`src/hdl/histogram_rebin_mean_error_defines.svh`:
```
// assertion macros for the histogram rebinning block
`ifndef HISTOGRAM_REBIN_MEAN_ERROR_DEFINES_SVH
`define HISTOGRAM_REBIN_MEAN_ERROR_DEFINES_SVH

`ifndef SYNTHESIS
`define HRME_ASSERT(lbl, clk, rstn, prop) \
  lbl: assert property (@(posedge clk) disable iff (!rstn) (prop)) \
    else $error("hrme assertion failed");
`define HRME_ASSERT_NEXT(lbl, clk, rstn, ante, cons) \
  lbl: assert property (@(posedge clk) disable iff (!rstn) (ante) |=> (cons)) \
    else $error("hrme assertion failed");
`else
`define HRME_ASSERT(lbl, clk, rstn, prop)
`define HRME_ASSERT_NEXT(lbl, clk, rstn, ante, cons)
`endif

`endif

```
`src/hdl/hrme_pkg.sv`:
```
// types and constants shared by the histogram rebinning block
package hrme_pkg;

  localparam int unsigned GS_W    = 7;
  localparam int unsigned POS_W   = 6;
  localparam int unsigned CNT_W   = 7;
  localparam int unsigned IDX_W   = 8;
  localparam int unsigned DATA_W  = 32;
  localparam int unsigned CSUM_W  = 40;
  localparam int unsigned ESUM_W  = 64;
  localparam int unsigned OPND_W  = 64;
  localparam int unsigned REM_W   = 36;
  localparam int unsigned RES_W   = 40;
  localparam int unsigned STEP_W  = 6;

  localparam logic [GS_W-1:0]   GROUP_SIZE_RESET = 7'd20;
  localparam logic [GS_W-1:0]   MAX_GROUP        = 7'd64;
  localparam logic [STEP_W-1:0] MEAN_STEPS       = 6'd40;
  localparam logic [STEP_W-1:0] SQRT_STEPS       = 6'd32;
  localparam logic [STEP_W-1:0] ERR_STEPS        = 6'd32;

  typedef enum logic [2:0] {
    ST_IDLE,
    ST_MUL,
    ST_ACC,
    ST_MEAN,
    ST_SQRT,
    ST_ERR,
    ST_DONE
  } state_e;

  typedef enum logic {
    MODE_DIV,
    MODE_SQRT
  } iter_mode_e;

  typedef struct packed {
    logic              start;
    iter_mode_e        mode;
    logic [STEP_W-1:0] steps;
  } iter_req_t;

  typedef struct packed {
    logic busy;
    logic done;
  } iter_sts_t;

endpackage

```
`src/hdl/histogram_rebin_mean_error.sv`:
```
// top level: histogram rebinning with mean content and quadrature error
// a bin that does not close its group passes through accept, square and accumulate
// a closing bin of a non-empty group then runs, on one shared compare-subtract unit,
// a 40-step mean divide, a 32-step square root and a 32-step error divide;
// an empty group goes straight to the output state; a full output reg adds stall
// reset (async, active low) clears all sums, counters and sets group_size to 20
`include "histogram_rebin_mean_error_defines.svh"
module histogram_rebin_mean_error (
  input  logic                               clk_i,
  input  logic                               rst_ni,
  input  logic                               cfg_we_i,
  input  logic [hrme_pkg::GS_W-1:0]          cfg_wdata_i,
  input  logic                               in_valid_i,
  output logic                               in_ready_o,
  input  logic signed [hrme_pkg::DATA_W-1:0] bin_content_i,
  input  logic [hrme_pkg::DATA_W-1:0]        bin_error_i,
  input  logic                               final_bin_i,
  output logic                               out_valid_o,
  input  logic                               out_ready_i,
  output logic [hrme_pkg::IDX_W-1:0]         group_index_o,
  output logic signed [hrme_pkg::DATA_W-1:0] mean_content_o,
  output logic [hrme_pkg::DATA_W-1:0]        merged_error_o,
  output logic                               empty_group_o,
  output logic                               last_group_o
);
  import hrme_pkg::*;

  state_e state_q, state_d;

  logic [GS_W-1:0]   group_size_q;
  logic [DATA_W-1:0] content_q;
  logic [DATA_W-1:0] error_q;
  logic              final_q;
  logic [ESUM_W-1:0] prod_q;
  logic [POS_W-1:0]  pos_q;
  logic [CSUM_W-1:0] csum_q;
  logic [ESUM_W-1:0] esum_q;
  logic [CNT_W-1:0]  counted_q;
  logic [IDX_W-1:0]  bin_num_q;
  logic [DATA_W-1:0] mean_q;
  logic [DATA_W-1:0] merr_q;

  logic              out_valid_q;
  logic [IDX_W-1:0]  group_index_q;
  logic [DATA_W-1:0] mean_out_q;
  logic [DATA_W-1:0] merr_out_q;
  logic              empty_out_q;
  logic              last_out_q;

  logic              nonzero;
  logic [GS_W-1:0]   eff_size;
  logic [GS_W-1:0]   filled;
  logic              close;
  logic              csum_neg;
  logic [CSUM_W-1:0] csum_mag;
  logic [ESUM_W:0]   esum_add;
  logic [ESUM_W-1:0] esum_sat;
  logic [RES_W-1:0]  mean_full;
  logic              out_free;
  logic              empty;

  iter_req_t         iter_req;
  iter_sts_t         iter_sts;
  logic [OPND_W-1:0] iter_operand;
  logic [RES_W-1:0]  iter_result;

  hrme_iter u_iter (
    .clk_i     (clk_i),
    .rst_ni    (rst_ni),
    .req_i     (iter_req),
    .operand_i (iter_operand),
    .divisor_i (counted_q),
    .sts_o     (iter_sts),
    .result_o  (iter_result)
  );

  // datapath helpers
  always_comb begin
    nonzero = (content_q != '0);
    if (group_size_q == '0) begin
      eff_size = GS_W'(1);
    end else if (group_size_q > MAX_GROUP) begin
      eff_size = MAX_GROUP;
    end else begin
      eff_size = group_size_q;
    end
    filled    = {1'b0, pos_q} + GS_W'(1);
    close     = (filled >= eff_size) || final_q;
    csum_neg  = csum_q[CSUM_W-1];
    csum_mag  = csum_neg ? (~csum_q + CSUM_W'(1)) : csum_q;
    esum_add  = {1'b0, esum_q} + {1'b0, prod_q};
    esum_sat  = esum_add[ESUM_W] ? '1 : esum_add[ESUM_W-1:0];
    mean_full = csum_neg ? (~iter_result + RES_W'(1)) : iter_result;
    out_free  = !out_valid_q || out_ready_i;
    empty     = (counted_q == '0);
  end

  // sequencer
  always_comb begin
    state_d        = state_q;
    iter_req.start = 1'b0;
    iter_req.mode  = MODE_DIV;
    iter_req.steps = MEAN_STEPS;
    iter_operand   = '0;
    case (state_q)
      ST_IDLE: begin
        if (in_valid_i) begin
          state_d = ST_MUL;
        end
      end
      ST_MUL: begin
        state_d = ST_ACC;
      end
      ST_ACC: begin
        if (!close) begin
          state_d = ST_IDLE;
        end else if (empty) begin
          state_d = ST_DONE;
        end else begin
          iter_req.start = 1'b1;
          iter_req.mode  = MODE_DIV;
          iter_req.steps = MEAN_STEPS;
          iter_operand   = {csum_mag, {(OPND_W-CSUM_W){1'b0}}};
          state_d        = ST_MEAN;
        end
      end
      ST_MEAN: begin
        if (iter_sts.done) begin
          iter_req.start = 1'b1;
          iter_req.mode  = MODE_SQRT;
          iter_req.steps = SQRT_STEPS;
          iter_operand   = esum_q;
          state_d        = ST_SQRT;
        end
      end
      ST_SQRT: begin
        if (iter_sts.done) begin
          iter_req.start = 1'b1;
          iter_req.mode  = MODE_DIV;
          iter_req.steps = ERR_STEPS;
          iter_operand   = {iter_result[DATA_W-1:0], {(OPND_W-DATA_W){1'b0}}};
          state_d        = ST_ERR;
        end
      end
      ST_ERR: begin
        if (iter_sts.done) begin
          state_d = ST_DONE;
        end
      end
      ST_DONE: begin
        if (out_free) begin
          state_d = ST_IDLE;
        end
      end
      default: begin
        state_d = ST_IDLE;
      end
    endcase
  end

  always_ff @(posedge clk_i or negedge rst_ni) begin
    if (!rst_ni) begin
      state_q <= ST_IDLE;
    end else begin
      state_q <= state_d;
    end
  end

  // group state and output register control
  always_ff @(posedge clk_i or negedge rst_ni) begin
    if (!rst_ni) begin
      group_size_q <= GROUP_SIZE_RESET;
      pos_q        <= '0;
      csum_q       <= '0;
      esum_q       <= '0;
      counted_q    <= '0;
      bin_num_q    <= '0;
      out_valid_q  <= 1'b0;
    end else begin
      if (cfg_we_i) begin
        group_size_q <= cfg_wdata_i;
      end
      if (state_q == ST_MUL && nonzero) begin
        csum_q    <= csum_q + {{(CSUM_W-DATA_W){content_q[DATA_W-1]}}, content_q};
        counted_q <= counted_q + CNT_W'(1);
      end
      if (state_q == ST_ACC) begin
        if (nonzero) begin
          esum_q <= esum_sat;
        end
        if (!close) begin
          pos_q <= filled[POS_W-1:0];
        end
      end
      if (state_q == ST_DONE && out_free) begin
        out_valid_q <= 1'b1;
        pos_q       <= '0;
        csum_q      <= '0;
        esum_q      <= '0;
        counted_q   <= '0;
        bin_num_q   <= final_q ? '0 : bin_num_q + IDX_W'(1);
      end else if (out_valid_q && out_ready_i) begin
        out_valid_q <= 1'b0;
      end
    end
  end

  // payload registers
  always_ff @(posedge clk_i) begin
    if (in_valid_i && in_ready_o) begin
      content_q <= bin_content_i;
      error_q   <= bin_error_i;
      final_q   <= final_bin_i;
    end
    if (state_q == ST_MUL) begin
      prod_q <= ESUM_W'(error_q) * ESUM_W'(error_q);
    end
    if (state_q == ST_MEAN && iter_sts.done) begin
      mean_q <= mean_full[DATA_W-1:0];
    end
    if (state_q == ST_ERR && iter_sts.done) begin
      merr_q <= iter_result[DATA_W-1:0];
    end
    if (state_q == ST_DONE && out_free) begin
      group_index_q <= bin_num_q;
      mean_out_q    <= empty ? '0 : mean_q;
      merr_out_q    <= empty ? '0 : merr_q;
      empty_out_q   <= empty;
      last_out_q    <= final_q;
    end
  end

  assign in_ready_o     = (state_q == ST_IDLE);
  assign out_valid_o    = out_valid_q;
  assign group_index_o  = group_index_q;
  assign mean_content_o = mean_out_q;
  assign merged_error_o = merr_out_q;
  assign empty_group_o  = empty_out_q;
  assign last_group_o   = last_out_q;

  `HRME_ASSERT(a_ready_unit_idle, clk_i, rst_ni, !in_ready_o || !iter_sts.busy)
  `HRME_ASSERT_NEXT(a_one_bin_at_a_time, clk_i, rst_ni, in_valid_i && in_ready_o, !in_ready_o)
  `HRME_ASSERT(a_empty_is_zero, clk_i, rst_ni, !(out_valid_o && empty_group_o) || (mean_content_o == '0 && merged_error_o == '0))

endmodule

```
`src/hdl/hrme_iter.sv`:
```
// shared restoring divide and square root unit, one digit per cycle
module hrme_iter (
  input  logic                         clk_i,
  input  logic                         rst_ni,
  input  hrme_pkg::iter_req_t          req_i,
  input  logic [hrme_pkg::OPND_W-1:0]  operand_i,
  input  logic [hrme_pkg::CNT_W-1:0]   divisor_i,
  output hrme_pkg::iter_sts_t          sts_o,
  output logic [hrme_pkg::RES_W-1:0]   result_o
);
  import hrme_pkg::*;

  logic              busy_q;
  logic              done_q;
  logic [STEP_W-1:0] cnt_q;
  iter_mode_e        mode_q;
  logic [OPND_W-1:0] acc_q;
  logic [REM_W-1:0]  rem_q;
  logic [RES_W-1:0]  res_q;
  logic [CNT_W-1:0]  div_q;

  logic [REM_W-1:0]  rem_sh;
  logic [REM_W-1:0]  trial;
  logic [REM_W:0]    diff;
  logic              ge;
  logic [OPND_W-1:0] acc_nx;

  always_comb begin
    case (mode_q)
      MODE_SQRT: begin
        rem_sh = {rem_q[REM_W-3:0], acc_q[OPND_W-1 -: 2]};
        trial  = {2'b00, res_q[DATA_W-1:0], 2'b01};
        acc_nx = {acc_q[OPND_W-3:0], 2'b00};
      end
      default: begin
        rem_sh = {rem_q[REM_W-2:0], acc_q[OPND_W-1]};
        trial  = {{(REM_W-CNT_W){1'b0}}, div_q};
        acc_nx = {acc_q[OPND_W-2:0], 1'b0};
      end
    endcase
    diff = {1'b0, rem_sh} - {1'b0, trial};
    ge   = !diff[REM_W];
  end

  always_ff @(posedge clk_i or negedge rst_ni) begin
    if (!rst_ni) begin
      busy_q <= 1'b0;
      done_q <= 1'b0;
      cnt_q  <= '0;
    end else begin
      done_q <= busy_q && (cnt_q == STEP_W'(1));
      if (req_i.start) begin
        busy_q <= 1'b1;
        cnt_q  <= req_i.steps;
      end else if (busy_q) begin
        cnt_q <= cnt_q - STEP_W'(1);
        if (cnt_q == STEP_W'(1)) begin
          busy_q <= 1'b0;
        end
      end
    end
  end

  always_ff @(posedge clk_i) begin
    if (req_i.start) begin
      mode_q <= req_i.mode;
      acc_q  <= operand_i;
      rem_q  <= '0;
      res_q  <= '0;
      div_q  <= divisor_i;
    end else if (busy_q) begin
      acc_q <= acc_nx;
      rem_q <= ge ? diff[REM_W-1:0] : rem_sh;
      res_q <= {res_q[RES_W-2:0], ge};
    end
  end

  assign sts_o.busy = busy_q;
  assign sts_o.done = done_q;
  assign result_o   = res_q;

endmodule
```
`config.mk`:
```
export PLATFORM = sky130hd
export DESIGN_NAME = histogram_rebin_mean_error
export DESIGN_NICKNAME = d
export VERILOG_FILES = /design/src/hdl/hrme_pkg.sv /design/src/hdl/histogram_rebin_mean_error.sv /design/src/hdl/hrme_iter.sv
export VERILOG_INCLUDE_DIRS = /design/src /design/src/hdl
export SDC_FILE = /design/constraint.sdc
export NUM_CORES = 2
export LEC_CHECK = 0
export BUFFER_PORTS_ARGS = -buffer_cell sky130_fd_sc_hd__buf_2
export CELL_PAD_IN_SITES_DETAIL_PLACEMENT = 0
export CELL_PAD_IN_SITES_GLOBAL_PLACEMENT = 1
export CORE_UTILIZATION = 40
export CTS_CLUSTER_SIZE = 40
export DETAILED_ROUTE_END_ITERATION = 10
export GPL_TIMING_DRIVEN = 0
export PLACE_DENSITY = 0.71
export SETUP_SLACK_MARGIN = 0.02
export SLEW_MARGIN = 10
export SYNTH_ARGS = -nofsm -noshare
export SYNTH_HDL_FRONTEND = slang
export SYNTH_SLANG_ARGS = --single-unit
```
`constraint.sdc`:
```
create_clock -name clk_i -period 9.7 [get_ports clk_i]
set_input_delay 0.97 -clock clk_i [delete_from_list [all_inputs] [get_ports clk_i]]
set_output_delay 0.97 -clock clk_i [all_outputs]
set_load 0.02 [all_outputs]
```
# Word-level counts from Yosys, hierarchy flattened
# Index checks and enable logic that the tools add are counted.
[word_totals]
regBits = 550
elab_cells = 124
inputBits = 77
[op_classes]
magnitude_cmp = 2
bitwise_logic = 2
add_sub_neg = 9
n_mux = 47
n_mul = 1
reduce_logical = 23
n_eq_ne = 13
[ops]
columns = ["op", "n"]
rows = [
  ["64-bit 2-to-1 mux", 11],
  ["64-bit one-hot mux with 3 select lines", 1],
  ["40-bit 2-to-1 mux", 3],
  ["64-bit by 64-bit adder with 65-bit output", 1],
  ["32-bit by 32-bit multiplier with 64-bit output", 1],
  ["40-bit by 1-bit adder with 40-bit output (second input constant)", 1],
  ["40-bit adder", 1],
  ["8-bit 2-to-1 mux", 5],
  ["40-bit inverter", 1],
  ["36-bit by 34-bit subtractor with 37-bit output", 1],
  ["36-bit 2-to-1 mux", 1],
  ["35-bit 2-to-1 mux", 1],
  ["34-bit 2-to-1 mux", 1],
  ["32-bit by 1-bit adder with 32-bit output (second input constant)", 1],
  ["32-bit 2-to-1 mux", 1],
  ["32-bit inverter", 1],
  ["32-bit nonzero test", 1],
  ["6-bit 2-to-1 mux", 5],
  ["7-bit 2-to-1 mux", 4],
  ["8-bit one-hot mux with 3 select lines", 1],
  ["3-bit 2-to-1 mux", 7],
  ["3-bit one-hot mux with 7 select lines", 1],
  ["7-bit logical NOT", 2],
  ["2-bit nonzero test", 5],
  ["other kinds (19)", 39],
]

# Longest topological paths before layout
[depth]
word_depth = 8
depth_mapped = 30

# Hierarchy
# From an unflattened synthesis, not the netlist that was laid out.
[hier_totals]
hier_cells = 6166
hier_area_um2 = 60580.6
[by_module_without_submodules]
columns = ["mod", "area_per_inst_um2", "cells_per_inst", "instances"]
rows = [
  ["histogram_rebin_mean_error", 51092.8, 5180, 1],
  ["hrme_iter", 9487.8, 986, 1],
]

# Least setup slack after synthesis
# OpenSTA, ideal clock, no wires.
[synth_path]
kind = "register to register"
startpoint = "reg error_q[14]"
endpoint = "reg prod_q[55], data pin"
n_path_buf = 3
t_arrival_ns = 7.590
path_stages_with_launch = 29
setup_ns = 0.266
slack_ns = 1.843
t_required_ns = 9.434
path_cell_list = "edfxtp_1 > clkbuf_1 > clkbuf_1 > nand2_1 > fa_1 > inv_1 > fa_1 > inv_1 > fa_1 > fa_1 > inv_1 > fa_1 > inv_1 > fa_1 > inv_1 > fa_1 > fa_1 > ha_1 > clkbuf_1 > nand2_1 > o221ai_1 > a21oi_1 > a2111oi_0 > nor3_1 > or4_1 > nand3_1 > a21boi_1 > o21bai_1 > xor2_1"
[synth_between]
elab_chain_cells = 1
[synth_rtl]
columns = ["item", "line", "text"]
rows = [
  ["start: declaration", "histogram_rebin_mean_error.sv:32", "logic [DATA_W-1:0] error_q;"],
  ["start signal: assignment", "histogram_rebin_mean_error.sv:212", "error_q <= bin_error_i;"],
  ["32-bit by 32-bit multiplier with 64-bit output", "histogram_rebin_mean_error.sv:216", "prod_q <= ESUM_W'(error_q) * ESUM_W'(error_q);"],
  ["end signal: assignment", "histogram_rebin_mean_error.sv:216", ""],
  ["end: declaration", "histogram_rebin_mean_error.sv:34", "logic [ESUM_W-1:0] prod_q;"],
]
# Every way passes these cells.
# A chain may end at the register's enable or synchronous reset.

# Final worst setup path
[layout_path]
startpoint = "reg error_q[16]"
endpoint = "reg prod_q[61], data pin"
# The elaborated chain is that of the path after synthesis.

==> results_dict.tcl <==
set metrics [dict create \
    arrival_ps 9940 \
    fin_cells 8550 \
    wl_met3_um 11900 \
    clockBufferDepth 3 \
    drt_first_pass_iters 8 \
    min_path_type "in -> async" \
    die-area_um2 153000 \
    synth_area_leaders "fa_1 (26%), edfxtp_1 (17%), ha_1 (9.3%), inv_1 (6.4%), dfrtp_1 (5.9%)" \
    syn_avg_cell_area_um2 9.70 \
    drc 0 \
    via_per_inst 5.31 \
    synth_seq_cells 549 \
    vias 45400 \
    drt_wl_total_um 191000 \
    setup_violations 0 \
    die_h_um 391 \
    finalCritPeriodShare_pct 97.7 \
    synth_cells 6235 \
    cts_tree "done" \
    post-place-cells 8415 \
    worst_pin_slew_ps 1290 \
    syn2layout_area_growth_pct 9.85 \
    crit_type "reg -> reg" \
    place_hpwl_um 154000 \
    fin_nets 7798 \
    yosysWarnings 0 \
    synth_area_um2 60500 \
    rows 142 \
    setup-tns-final_ps 0 \
    crit_family "adder cells" \
    finalHoldViolations 0 \
    grt_antenna_before_repair 5 \
    rsz0062_at_grt "no" \
    endpoint_kind "flip-flop" \
    reg2reg_slack_ps 220 \
    worstSetupStartpointType "flip-flop" \
    timing.rr.start "error_q[16]" \
    clock_latency_ps 720 \
    crit_path_frequent_cell "fa_1" \
    wl_met2_um 88100 \
    fmax_mhz 106 \
    cts_root_buf "clkbuf_16" \
    cpPeakStageDelay_ps 780 \
    final_layout_size_suffix_gt1_share_pct 6.23 \
    grt_use_total_pct 25.1 \
    route.top_layer_used "met5" \
    ys_seq_area_share_pct 25.0 \
    cp_num_buf_inv 8 \
    synthArstFlopShare_pct 26.2 \
    finalCriticalPeriod_ps 9480 \
    core_area_um2 150000 \
    synthFlopType "edfxtp_1" \
    start_util_pct 40.3 \
    grt_pass1_wl_um 289000 \
    clk_pin_slew_ps 60 \
    htree_levels 3 \
    status "completed" \
    postLayoutCoreUtil_pct 44.3 \
    slowest_stage "clkbuf_1" \
    synth-edff-count 338 \
    drt-initial-drc-count 3359 \
    yosys-top-cells-count "inv_1 (1037), fa_1 (796), nand2_1 (548)" \
    cp_data_required_time_ps 10160 \
    num_io_pins 153 \
    clkSinkCount 549 \
    cts_hold_buf 0 \
    synth_top_cell_by_area "fa_1" \
    wl_met1_um 84000 \
    yosys.cell_count.top_type "inv_1" \
    synth_cell_type_count 86 \
    path_max_fanout 10 \
    grt_pass1_vias 46400 \
    postRouteAntennaNets 0 \
    n_fill_cell 14700 \
    synth_nets 7559 \
    cts-buffers-inserted 71 \
    gp_congestion 0.960 \
    regArea_um2 15100 \
    grt_remaining_overflow 0 \
    finClkSkew_ps 77.6 \
    fp.dieW_um 391 \
    port_buffers 151 \
    cap_violations 0 \
    worstSetupStartpoint "error_q[16]" \
    routedWlPerCell_um 22.4 \
    multi_input_area_um2 40300 \
    synth_top_area_share_pct 26.3 \
    grt_max_degree 74 \
    slew_violations 0 \
    relSlewSlack_pct 13.6 \
]
per-layer routing:
metal / vias to the layer above / track usage (%)
met5: - / 0
met4: 2 / 9.07
met3: 307 / 3.12
met2: 1506 / 41.1
met1: 22500 / 34.2
li1: 21100 / -
cells in the final DEF, fill, tap and decap left out, types with 67 or more instances in the layout:
cell and count:
xnor2_1 193, clkbuf_1 264, mux2i_1 89, inv_1 1037, nand3_1 121, edfxtp_1 338, nor2_1 222, xor2_1 108
fa_1 796, dfxtp_1 67, a21oi_1 318, clkbuf_16 71, nand2_1 547, a211oi_1 71, dfrtp_1 142, ha_1 451
and2_1 315, nor2b_1 67, a21o_1 113, buf_2 155, o21ai_0 255
state kept, by name, summed over array words and instances, names as in the netlist, 3 cells and up:
register	cells
bin_num_q	8
csum_q	40
esum_q	64
group_size_q	7
state_q	3
u_iter.rem_q	35
merged_error_o	32
error_q	32
merr_q	32
u_iter.acc_q	64
group_index_o	8
content_q	32
mean_q	32
u_iter.result_o	32
prod_q	63
counted_q	7
pos_q	6
u_iter.cnt_q	6
u_iter.div_q	7
mean_content_o	32
through the flow:
| stage | setup WS [ps] | hold slack (ps) | instance area [um^2] |
|---|---|---|---|
| finish | 224 | 266 | 66500 |
| CTS | 35.5 | 250 | 66400 |
| detailed placement | -769 | 414 | 64000 |
| floorplan | 1840 | 406 | 60500 |
| global route | 20.6 | 293 | 66400 |
| global placement | -747 | 410 | 63800 |
kinds of logic after synthesis:
group,share of synthesized area [%]
adder cells (fa/ha/maj),35.7
flip-flops,25.0
multiplexers,2.25
buffers and inverters,8.41
AO/OA/AOI/OAI,11.7
AND/OR/NAND/NOR,12.7
XOR/XNOR,4.36
worst paths after layout:
| path | end | cells after the start |
|---|---|---|
| min in group clk_i | error_q[28] | 1 |
| setup / recovery | prod_q[61] | 28 |
| hold / removal | pos_q[0] | 1 |
| hold reg to reg | merr_q[21] | 0 |
| max in group asynchronous | esum_q[62] | 2 |
| setup reg to reg | prod_q[61] | 28 |
what timing repair did:
action                                  in CTS  in global routing
resized for setup                           20                 43
hold endpoints to repair                     0                  0
endpoints found under the setup margin      19                  9
setup buffers                                0                  2
final cells by class:
| type | count | share of cell area [%] |
|---|---|---|
| buffer | 310 | 1.86 |
| multi-input combinational | 4336 | 60.7 |
| tap | 2016 | 3.80 |
| clock buffer | 91 | 2.80 |
| timing repair buffer | 166 | 1.51 |
| sequential | 549 | 22.7 |
| inverter | 1040 | 5.87 |
| antenna | 3 | 0.0113 |
| clock inverter | 39 | 0.727 |
Power is left out: the tool's default activity adds up to more than one toggle a clock period on the data nets, which glitch-free logic cannot reach.
